<file path="src/gaps_ram.sv">
// Simple dual-port RAM: one write port, one registered read port.
// Depends on nothing.
`default_nettype none
module gaps_ram #(
  parameter int WIDTH = 8,
  parameter int DEPTH = 256
) (
  input  wire logic                     clk,
  input  wire logic                     we,
  input  wire logic [$clog2(DEPTH)-1:0] wa,
  input  wire logic [WIDTH-1:0]         wd,
  input  wire logic [$clog2(DEPTH)-1:0] ra,
  output logic      [WIDTH-1:0]         rq
);

  logic [WIDTH-1:0] mem [DEPTH];

  always_ff @(posedge clk) begin
    if (we) begin
      mem[wa] <= wd;
    end
    rq <= mem[ra];
  end

endmodule
`default_nettype wire

</file>
<file path="config.mk">
export PLATFORM = sky130hd
export DESIGN_NAME = gaps_ram
export DESIGN_NICKNAME = d
export VERILOG_FILES = /design/src/gaps_ram.sv
export SDC_FILE = /design/constraint.sdc
export NUM_CORES = 2
export LEC_CHECK = 0
export BUFFER_PORTS_ARGS = -buffer_cell sky130_fd_sc_hd__buf_2
export CELL_PAD_IN_SITES_DETAIL_PLACEMENT = 1
export CELL_PAD_IN_SITES_GLOBAL_PLACEMENT = 2
export CORE_ASPECT_RATIO = 0.8
export CORE_MARGIN = 2
export CORE_UTILIZATION = 46
export DETAILED_ROUTE_END_ITERATION = 16
export PLACE_DENSITY = 0.79
export SLEW_MARGIN = 30
export SYNTH_ARGS = -nofsm -noshare
export SYNTH_HDL_FRONTEND = slang
export SYNTH_SLANG_ARGS = --single-unit
</file>
<file path="constraint.sdc">
create_clock -name clk -period 2.1 [get_ports clk]
set_input_delay 0.105 -clock clk [delete_from_list [all_inputs] [get_ports clk]]
set_output_delay 0.105 -clock clk [all_outputs]
set_load 0.03 [all_outputs]
</file>
After elaboration in Yosys (flattened, before gate mapping)
Memories as Yosys holds them, arrays and structs flattened. A register that Yosys moved wholly into a read port is not among the register bits.
Cells that the tools add are included.
- flip-flop bits (word level): 0
- bits in writable memories: 2048
- memories kept: 1
- logic and storage cells: 3
- input port bits: 26
- output and inout port bits: 8
- muxes and demuxes: 2
- memory list (memory ; words ; bits a word ; rd ports ; clocked after Yosys merged registers in ; wr ports ; line ; RTL):
    mem ; 256 ; 8 ; 1 ; 1 ; 1 ; 16 ; logic [WIDTH-1:0] mem [DEPTH];
- operators by type and width (operator ; number):
    $mux W1 ; 2

Logic depth before layout (Yosys ltp)
- depth after elaboration: 2
- mapped depth: 11

Worst setup path before layout
OpenSTA, ideal clock, no wires.
- path type: input to register
- from: input ra[0]
- to: register rq[2], read port of mem
- path buffers: 4
- setup slack: 0.057 ns
- setup time: 0.131 ns
- stages: 9
- data required time: 1.969 ns
- arrival time: 1.912 ns
- cell sequence: buf_6 buf_12 buf_8 buf_2 mux4_2 a22oi_1 a21oi_1 nor4_1 nor4_2
- RTL lines (what ; line ; RTL):
    from (decl) ; 12 ; input wire logic [$clog2(DEPTH)-1:0] ra,
    to (decl) ; 13 ; output logic [WIDTH-1:0] rq

==> impl_metrics.py <==
metrics = {
    "clock_tree": {
        "clkSinkCount": 2056,
        "numCtsBuffers": 187,
        "cts_tree": "yes",
        "clk_pin_slew_worst_paths_ns": 0.07,
        "root_buffer": "clkbuf_16",
        "cts_setup_buffers": 0,
        "htree_levels": 4,
        "cts_buffer_depth": 3,
        "clk_latency_ns": 0.85,
    },
    "synth": {
        "synth_area_um2": 79600,
        "synth_ff_type": "edfxtp_1",
        "synthArstFlopShare": 0,
        "syn_nets": 3759,
        "ys_warn_count": 0,
        "syn_avg_cell_area_um2": 21.3,
        "synth_top_cell_area_share": 0.773,
        "synth_edf_count": 2048,
        "synthCells": 3733,
        "synth_seq_cells": 2056,
        "yosys.area.top_type": "edfxtp_1",
        "yosysSeqAreaShare": 0.775,
        "yosys-top-cells-area": "edfxtp_1 77%, mux4_2 13%, mux2i_1 1.7%",
        "yosysUniqueCellTypes": 55,
    },
    "drt": {
        "drt-total-wl_um": 229000,
        "routedWlPerCell_um": 33.2,
        "vias": 43100,
        "drtAntennaViolNets": 0,
        "drt_iter0_markers": 5487,
        "drcViolationCount": 0,
        "dr.pass1.iters": 6,
        "viasPerCell": 6.22,
    },
    "sta": {
        "fin_ws_ns": -0.196,
        "fin_skew_ns": 0.0356,
        "hold_viol": 0,
        "post-route-period-util": 1.09,
        "finalSetupViolCount": 8,
        "max_freq_mhz": 436,
        "period_minus_slack_ns": 2.30,
        "rsz0062_at_grt": "true",
        "slew_headroom": 0.483,
        "max_slew.worst_pin.slew_ns": 0.775,
        "finalSetupTns_ns": -0.835,
        "drv_slew": 0,
    },
    "place": {
        "place_congestion": 0.856,
        "dpl-instance-area_um2": 88100,
        "place_hpwl_um": 151000,
        "io_buffers": 33,
    },
    "power_and_ir_drop": {
        "leakagePower_nw": 30.8,
        "power.total_mw": 85.6,
        "pwr-share-seq": 0.529,
        "internal_power_mw": 66.9,
        "ir_drop_uv": 900,
        "switchingPower_mw": 18.7,
        "pwr-share-clk": 0.409,
        "p_sw_frac": 0.218,
        "power_per_cell_area_nw_per_um2": 901,
        "p_comb_frac": 0.061,
    },
    "critical_path": {
        "cp.required_ns": 2.81,
        "cp_data_arrival_time_ns": 3.01,
        "cp.buffers_inverters": 0,
        "cp-end-kind": "flop",
        "cp_cell_sequence": "mux4_2, a22oi_1, a21oi_1, nor3_4, nor4_4",
        "critical_path.top_delay_family": "compound AO/OA/AOI/OAI gates",
        "rrSetupSlack_ns": -0.20,
        "setup.worst_path.start_class": "flop",
        "cpPeakStageDelay_ns": 0.50,
        "critPathMaxFanout": 1,
        "worst-setup-path-type": "flop to flop",
        "slowest_stage": "a22oi_1",
    },
    "die": {
        "ioPinCount": 34,
        "core-area_um2": 172000,
        "die_x_um": 469,
        "num_rows": 136,
        "die-area_um2": 176000,
        "start_util": 0.463,
        "die_height_um": 376,
    },
    "global_route": {
        "grt_pass1_wl_um": 330000,
        "track_usage": 0.262,
        "overflow": 0,
        "grt_pass1_vias": 44400,
        "grt_start_max_net_pins": 81,
        "antenna_found_initial": 16,
    },
    "layout": {
        "area_growth_pct": 19.4,
        "final_area_um2": 95000,
        "fin_util": 0.553,
        "final_common_cell": "edfxtp_1",
        "drive_gt1_frac": 0.342,
        "final_cell_mix": "2,048 x edfxtp_1, 656 x buf_4, 455 x mux4_2, 276 x nor2_1, 187 x clkbuf_16",
        "nNetsFinal": 4510,
    },
    "hold_path": {
        "hold_class": "input port to flop",
    },
    "run": {
        "cap_viol_max_count": 0,
    },
    "status": {
        "outcome": "complete, but fails checks",
        "failed_checks": "setup timing",
    },
}
sequential cells by signal, summed over array words and instances, names as in the netlist:
signal and count:
rq 8, mem 2048
kinds of logic after synthesis:
family / count (synthesis) / share of synthesized area
multiplexers: 591 / 0.146
AND/OR/NAND/NOR: 466 / 0.0263
AO/OA/AOI/OAI: 385 / 0.0342
flip-flops: 2056 / 0.775
buffers and inverters: 235 / 0.0183
power by group through the flow:
stage / logic [mW] / registers [mW] / clock network, mW
after floorplan: 2.20 / 46.2 / 0
after global placement: 4.89 / 46.2 / 0
after detailed placement: 5.03 / 46.2 / 0
after CTS: 5.20 / 45.3 / 35.4
after global routing: 5.49 / 45.3 / 36.8
final: 5.26 / 45.3 / 35.0
area by class of cell:
cell class                      instances  area, um^2
Antenna cell                            4        10.0
Clock buffer                          239        4970
Clock inverter                        106        1280
Fill cell                           15100       76900
Inverter                                2        7.51
Multi-Input combinational cell       1442       17000
Sequential cell                      2056       61700
Tap cell                             2277        2850
Timing Repair Buffer                  795        7200
tightest hold or removal path: cells and delay by family:
family        cells  cell delay, ns
buf+inv           2            0.39
simple gates      2            0.23
path summary, 6_finish.rpt:
kind	startpoint	cells past startpoint	to
worst max register to register	mem[246][5]$_DFFE_PP_	5	rq[5]$_DFF_P_
worst min register to register	mem[41][3]$_DFFE_PP_	7	rq[3]$_DFF_P_
worst max-delay path	mem[246][5]$_DFFE_PP_	5	rq[5]$_DFF_P_
worst min-delay path	wa[4]	4	mem[243][5]$_DFFE_PP_
through the flow:
step	hold WS [ns]	cells	worst slack, ns
after floorplan	0.204	3733	0.0571
after global placement	0.565	6565	-1.11
after detailed placement	0.567	6565	-1.15
after CTS	0.0139	6918	-0.226
after global routing	0.0658	6917	-0.211
final	0.0723	6921	-0.196
cell usage after synthesis (10+ instances only):
| cell type | count |
|---|---|
| a22oi_1 | 133 |
| clkbuf_1 | 111 |
| mux4_2 | 454 |
| buf_1 | 22 |
| a21oi_1 | 96 |
| nor4_1 | 24 |
| o221ai_1 | 46 |
| o22ai_1 | 28 |
| buf_6 | 21 |
| buf_8 | 13 |
| buf_2 | 31 |
| nand3_1 | 34 |
| o21ai_0 | 10 |
| nand2_1 | 33 |
| nor3_1 | 22 |
| edfxtp_1 | 2048 |
| a221oi_1 | 13 |
| a211oi_1 | 16 |
| o211ai_1 | 10 |
| nand4_1 | 10 |
| buf_4 | 27 |
| nor2b_1 | 31 |
| mux2i_1 | 134 |
| nor2_1 | 282 |
repair_timing:
item,CTS,global route
setup endpoints to repair,8,8
endpoints found under the hold margin,804,0
resized for setup,59,28
pin swaps,28,21
hold buffers,10,0
per-layer routing:
metal,global-route usage,vias to the layer above,part of all wire
li1,-,17200,-
met1,0.386,23200,0.40
met2,0.405,2349,0.47
met3,0.0513,335,0.10
met4,0.0641,8,0.024
met5,0,-,0.00020
No activity file was read; power rests on OpenSTA's default activity.
