## config.mk

```make
export PLATFORM = sky130hd
export DESIGN_NAME = gaps_cost
export DESIGN_NICKNAME = d
export VERILOG_FILES = /design/src/gaps_pkg.sv /design/src/gaps_cost.sv
export SDC_FILE = /design/constraint.sdc
export NUM_CORES = 1
export LEC_CHECK = 0
export BUFFER_PORTS_ARGS = -buffer_cell sky130_fd_sc_hd__buf_2
export CORE_ASPECT_RATIO = 0.75
export CORE_MARGIN = 10
export CORE_UTILIZATION = 46
export DETAILED_ROUTE_END_ITERATION = 16
export PLACE_DENSITY = 0.86
export SYNTH_ARGS = -nofsm -noshare
export SYNTH_HDL_FRONTEND = slang
export SYNTH_SLANG_ARGS = --single-unit
```

## constraint.sdc

```tcl
create_clock -name vclk -period 4.9
set_clock_uncertainty 0.15 [all_clocks]
set_input_delay 0 -clock vclk [all_inputs]
set_output_delay 0 -clock vclk [all_outputs]
set_load 0.05 [all_outputs]
```

## src/gaps_pkg.sv

```systemverilog
// Shared types, constants and helpers for the grid path search block.
// No dependencies.
`default_nettype none
package gaps_pkg;

  localparam int GRID_SIZE = 16;
  localparam int COORD_W   = $clog2(GRID_SIZE);
  localparam int CELL_W    = 2 * COORD_W;
  localparam int CELLS     = GRID_SIZE * GRID_SIZE;
  localparam int COST_W    = 19;

  localparam logic [COST_W-1:0] COST_STRAIGHT = COST_W'(1000);
  localparam logic [COST_W-1:0] COST_DIAGONAL = COST_W'(1414);
  localparam logic [COST_W-1:0] COST_UNIT     = COST_W'(1000);

  // operation codes
  localparam logic [1:0] OP_MARK   = 2'd0;
  localparam logic [1:0] OP_SEARCH = 2'd1;
  localparam logic [1:0] OP_READ   = 2'd2;
  localparam logic [1:0] OP_NONE   = 2'd3;

  // per-cell search state
  localparam logic [1:0] ST_NONE   = 2'd0;
  localparam logic [1:0] ST_OPEN   = 2'd1;
  localparam logic [1:0] ST_CLOSED = 2'd2;

  // neighbor offset codes: 0 is -1, 1 is 0, 2 is +1
  localparam logic [1:0] D_NEG  = 2'd0;
  localparam logic [1:0] D_ZERO = 2'd1;
  localparam logic [1:0] D_POS  = 2'd2;

  typedef struct packed {
    logic [COST_W-1:0] g;
    logic [COST_W-1:0] f;
    logic [CELL_W-1:0] parent;
    logic [CELL_W-1:0] rank;
  } node_t;

  typedef struct packed {
    logic [1:0] dx;
    logic [1:0] dz;
  } delta_t;

  typedef struct packed {
    logic [COST_W-1:0]  g_cur;
    logic               diag;
    logic [COORD_W-1:0] nx;
    logic [COORD_W-1:0] nz;
    logic [COORD_W-1:0] gx;
    logic [COORD_W-1:0] gz;
  } cost_req_t;

  typedef struct packed {
    logic [COST_W-1:0] ng;
    logic [COST_W-1:0] hc;
    logic [COST_W-1:0] g_old;
  } cost_cmp_t;

  // neighbor visiting order: dx outer, dz inner, center skipped
  function automatic delta_t gaps_delta(input logic [2:0] d);
    delta_t r;
    unique case (d)
      3'd0: r = '{dx: D_NEG,  dz: D_NEG};
      3'd1: r = '{dx: D_NEG,  dz: D_ZERO};
      3'd2: r = '{dx: D_NEG,  dz: D_POS};
      3'd3: r = '{dx: D_ZERO, dz: D_NEG};
      3'd4: r = '{dx: D_ZERO, dz: D_POS};
      3'd5: r = '{dx: D_POS,  dz: D_NEG};
      3'd6: r = '{dx: D_POS,  dz: D_ZERO};
      3'd7: r = '{dx: D_POS,  dz: D_POS};
      default: r = '{dx: D_ZERO, dz: D_ZERO};
    endcase
    return r;
  endfunction

endpackage
`default_nettype wire

```

## src/gaps_cost.sv

```systemverilog
// Shared cost unit: step cost, heuristic, estimate and improvement compare.
// Depends on gaps_pkg.
`default_nettype none
module gaps_cost
  import gaps_pkg::*;
(
  input  wire cost_req_t         req,
  input  wire cost_cmp_t         cmp,
  output logic [COST_W-1:0]      ng,
  output logic [COST_W-1:0]      hc,
  output logic [COST_W-1:0]      nf,
  output logic                   better
);

  logic [COORD_W-1:0] adx, adz;
  logic [COORD_W:0]   h;

  always_comb begin
    adx = (req.nx > req.gx) ? req.nx - req.gx : req.gx - req.nx;
    adz = (req.nz > req.gz) ? req.nz - req.gz : req.gz - req.nz;
    h   = {1'b0, adx} + {1'b0, adz};
    ng  = req.g_cur + (req.diag ? COST_DIAGONAL : COST_STRAIGHT);
    hc  = COST_W'(h) * COST_UNIT;
    // second half, in the next cycle, on registered ng/hc
    nf     = cmp.ng + cmp.hc;
    better = cmp.ng < cmp.g_old;
  end

endmodule
`default_nettype wire

```

Yosys cells after proc, flatten, opt, wreduce, memory -nomap -nowiden --
Index checks and enable logic that the tools add are counted.
Storage, ports and cells: bits in registers 0, output and inout bits 58, bits of input ports 93, logic and storage cells 14
Cells by class: $mul 1, muxes and demuxes 3, add/subtract/negate cells 7, magnitude comparators 3
Operators by type and width (number):
- adder 19 x 11 -> 19 bit | 1
- adder 19 bit | 1
- less-than comparator 19 bit | 1
- subtractor 4 bit | 4
- multiplier 5 x 7 -> 12 bit, second input constant | 1
- 2-to-1 mux 11 bit | 1
- > comparator 4 bit | 2
- 2-to-1 mux 4 bit | 2
- adder 4 x 4 -> 5 bit | 1

Depth between registers and ports, before layout --
depth after elaboration 4, mapped depth 24, depth with buffers taken out 24

Least setup slack after synthesis --
Ideal clock, no wire load.
path type input -> output, start input req[12] (netlist bit), end output hc[12], cell stages on the path 22, setup slack -0.648 ns, buffers on the path 0, data required time 4.750 ns, data arrival time 5.398 ns, cell sequence inv_1 > ha_1 > inv_1 > fa_1 > a21o_1 > a21oi_1 > a41oi_2 > mux2_2 > ha_1 > a21o_1 > a21oi_1 > xnor2_1 > fa_1 > fa_1 > fa_1 > inv_1 > ha_1 > o21ai_0 > a21boi_1 > o21ai_0 > nor2b_1 > xnor2_1
Between the ends: longest elaborated chain between the ends 4, elaborated cells between the ends (all ways) 6, those cells by class add/sub (3); mul (1); order compare (1); mux (1)
RTL lines:
- from (decl) | RTL line gaps_cost.sv:7 | input wire cost_req_t req,
- subtractor 4 bit or > comparator 4 bit (tied branches) | RTL line gaps_cost.sv:19 | adx = (req.nx > req.gx) ? req.nx - req.gx : req.gx - req.nx;
- 2-to-1 mux 4 bit * | RTL line gaps_cost.sv:19
- adder 4 x 4 -> 5 bit * | RTL line gaps_cost.sv:21 | h = {1'b0, adx} + {1'b0, adz};
- multiplier 5 x 7 -> 12 bit * | RTL line gaps_cost.sv:23 | hc = COST_W'(h) * COST_UNIT;
- to (decl) | RTL line gaps_cost.sv:10 | output logic [COST_W-1:0] hc,
Every way passes the cells marked *; elsewhere a longest branch is shown, timed or not.

Worst setup path in the final report --
start input req[12] (netlist bit), end output hc[13]
The elaborated chain is that of the path after synthesis.

==> run summary <==
Port buffering added 142 buffers. The worst path needs 5250 ps of the cycle, external delays included. The share of layout cells above drive strength 1 is 42.3%. Startpoint type of the worst setup path: an input pin.

The placed instances occupy a cell area of 4590 um2. The detailed router placed 3600 vias in this run. There are 0 flip-flops and latches. Post-route non-filler standard cell count: 711. The die span in x works out to 118 um. For the area of all placed cells without fillers, the log shows 4900 um2. The floorplan step defined a core boundary enclosing 6930 um2.

The logs give 0 for the number of inserted diodes and 0 for the post-detailed-route count of antenna-violating nets. The tools report the worst path setup slack after routing as -350 ps. The number of different library cells used by synthesis comes to 49. The routed via count divided by cell count works out to 5.06. STA classifies the critical path endpoint as a primary output. Final RePlAce weighted congestion: 0.862. The kind of critical path was input pin to primary output.

Synthesis produced 418 cells. Data arrival time of the worst path: 5100 ps. The required time at the endpoint of the critical path came out at 4750 ps. Leaving out fill and tap cells, the most frequent cells in the layout are buf_2, ha_1, inv_1.

The tools report the count of standard-cell rows as 26. The total routing resource utilization after global routing is 17.0%. In the final design database the tool counted 806 nets. The logs give 0 for the initial antenna violation count and 0 for the clock buffer count. In the routed design, unresolved DRC markers number 0. In this run the worst path has a maximum fanout of 4. The number of primary I/O pins was 151; the slew at the pin closest to its max-slew limit was 522 ps.

The max-slew violation count is 0, and the number of endpoints with negative hold slack in the final report is 0. The share of the Yosys chip area taken by registers is 0%. Netlist area before placement: 3320 um2. Wires add up to 10.4 mm.

The run gives 0.190 GHz as the achievable frequency. The worst slew margin relative to its limit was 64.9%; the mean instance size in the synthesized netlist was 7.95 um2. The initial utilization of the core area, before any placement, comes to 47.9%. Max-cap violations in this run came to 0. The die covers 11100 um2. The run gives 8 as the largest net degree at the start of global routing. The end point of the critical path is hc[13]. Height of the chip: 93.6 um. Kind of path behind the tightest hold check: input pin to primary output. The area growth from synthesis to layout is 47.6%. The sum of overflow across all layers after global routing was 0; the number of synthesis warnings was 0. Setup repair after global routing could not meet its margin everywhere. The final reports fail on setup timing. Once detailed placement completed, the half-perimeter wirelength came to 9.04 mm. In the final layout, flip-flops and latches occupy 0 um2. The tools report the launch point of the worst path as req[12].

The number of violations reported at the end of detailed-routing iteration 0 came out at 119. The first global-routing pass estimated 16.7 mm of wire. Setup violations remaining at the end of the flow were counted as 5. In the final routed layout, each cell accounts on average for 14.6 um.

For this run, the detailed router's first-pass iteration total came to 4. For the count of placed standard cells including taps, the log shows 699. The final critical path takes up 107% of the cycle.

The via count of the first global-routing pass came out at 3875. The library cell used most frequently in the layout, excluding fill and tap cells, is buf_2. The flow ran to the end, but the final reports show violations.
-- stage by stage --
step | hold slack (ps) | setup slack, ps | setup TNS [ps] | utilization, %
after detailed placement | -150 | -534 | -1820 | 66.3
final | 195 | -350 | -1050 | 70.7
after floorplan | 17.1 | -57.8 | -86.1 | -
after global placement | -150 | -327 | -916 | 66.3
after CTS | 198 | -251 | -776 | 68.9
after global routing | 211 | -561 | -2180 | 70.7
-- final cells by class --
cell class	instances	area (um2)
fill	498	2030
inverter	76	290
multi-input combinational	340	3300
tap	98	123
timing repair buffer	197	1190
-- how the worst min path moves through the flow --
stage                 start     end  slack (ps)  cells past startpoint
floorplan           req[17]   ng[0]          20                      1
detailed placement  req[17]   ng[0]        -150                      0
CTS                 req[35]  ng[18]         200                      3
finish              req[35]  ng[18]         200                      3
global placement    req[17]   ng[0]        -150                      0
global route        req[34]  ng[17]         210                      3
-- worst max-delay path, cell delays in order --
cell and delay, ps:
buf_2 110, inv_2 50, ha_4 120, inv_2 40, fa_2 330, a21o_1 170
a21oi_2 150, a41oi_2 80, mux2i_1 180, xnor2_1 260, ha_2 370, buf_12 140
a21oi_4 200, xnor2_2 160, fa_1 490, buf_4 170, fa_1 460, ha_1 330
ha_4 270, nand2_1 80, o21ai_2 60, or4_4 430, o311ai_4 110, xnor2_4 150
buf_6 170
-- metal layers --
layer | global-route usage (%) | share of wire, % | vias up | wire, um
met3 | 2.70 | 5.1 | 8 | 527
met2 | 34.9 | 55 | 108 | 5670
met1 | 18.3 | 40 | 1684 | 4120
met5 | 0 | 0 | - | 0
li1 | - | - | 1800 | -
met4 | 1.75 | 0.80 | 0 | 83
-- timing repair --
action / in CTS / in global routing
pin swaps: 22 / 18
buffers inserted: 6 / 7
gates resized for setup: 31 / 20
hold endpoints to repair: 1 / 0
setup endpoints to repair: 5 / 6
hold buffers: 1 / 0
-- Yosys cell counts, types with 2 or more instances --
master	number	area, um2
xnor2_1	35	307
nand2b_1	6	37.5
fa_1	17	340
a21oi_1	28	140
buf_4	8	60.1
a211o_1	2	17.5
nand2_1	17	63.8
o31ai_2	2	25.0
o21ai_1	3	15.0
o21a_1	4	30.0
a31oi_1	2	12.5
o211ai_1	2	15.0
nor2b_1	6	37.5
nor3_1	3	15.0
nand4_1	6	37.5
mux2_2	2	22.5
o21ai_0	14	70.1
a21o_1	26	195
a21oi_2	2	17.5
nand3_1	6	30.0
ha_1	81	1010
a41oi_2	2	32.5
and3_1	2	12.5
xor2_1	10	87.6
a211oi_2	2	25.0
inv_1	76	285
mux2i_1	5	50.1
nor2_1	28	105
-- kinds of logic after synthesis --
logic type	count (synthesis)	share of synthesized area, %
other	1	0.113
adder cells (fa/ha/maj)	98	40.8
XOR/XNOR	45	11.9
buffers and inverters	84	10.4
AND/OR/NAND/NOR	81	11.9
AO/OA/AOI/OAI	102	22.7
multiplexers	7	2.18
Power is not shown: default switching activity piles up to over one toggle a cycle in this logic, so the estimate is an artifact.
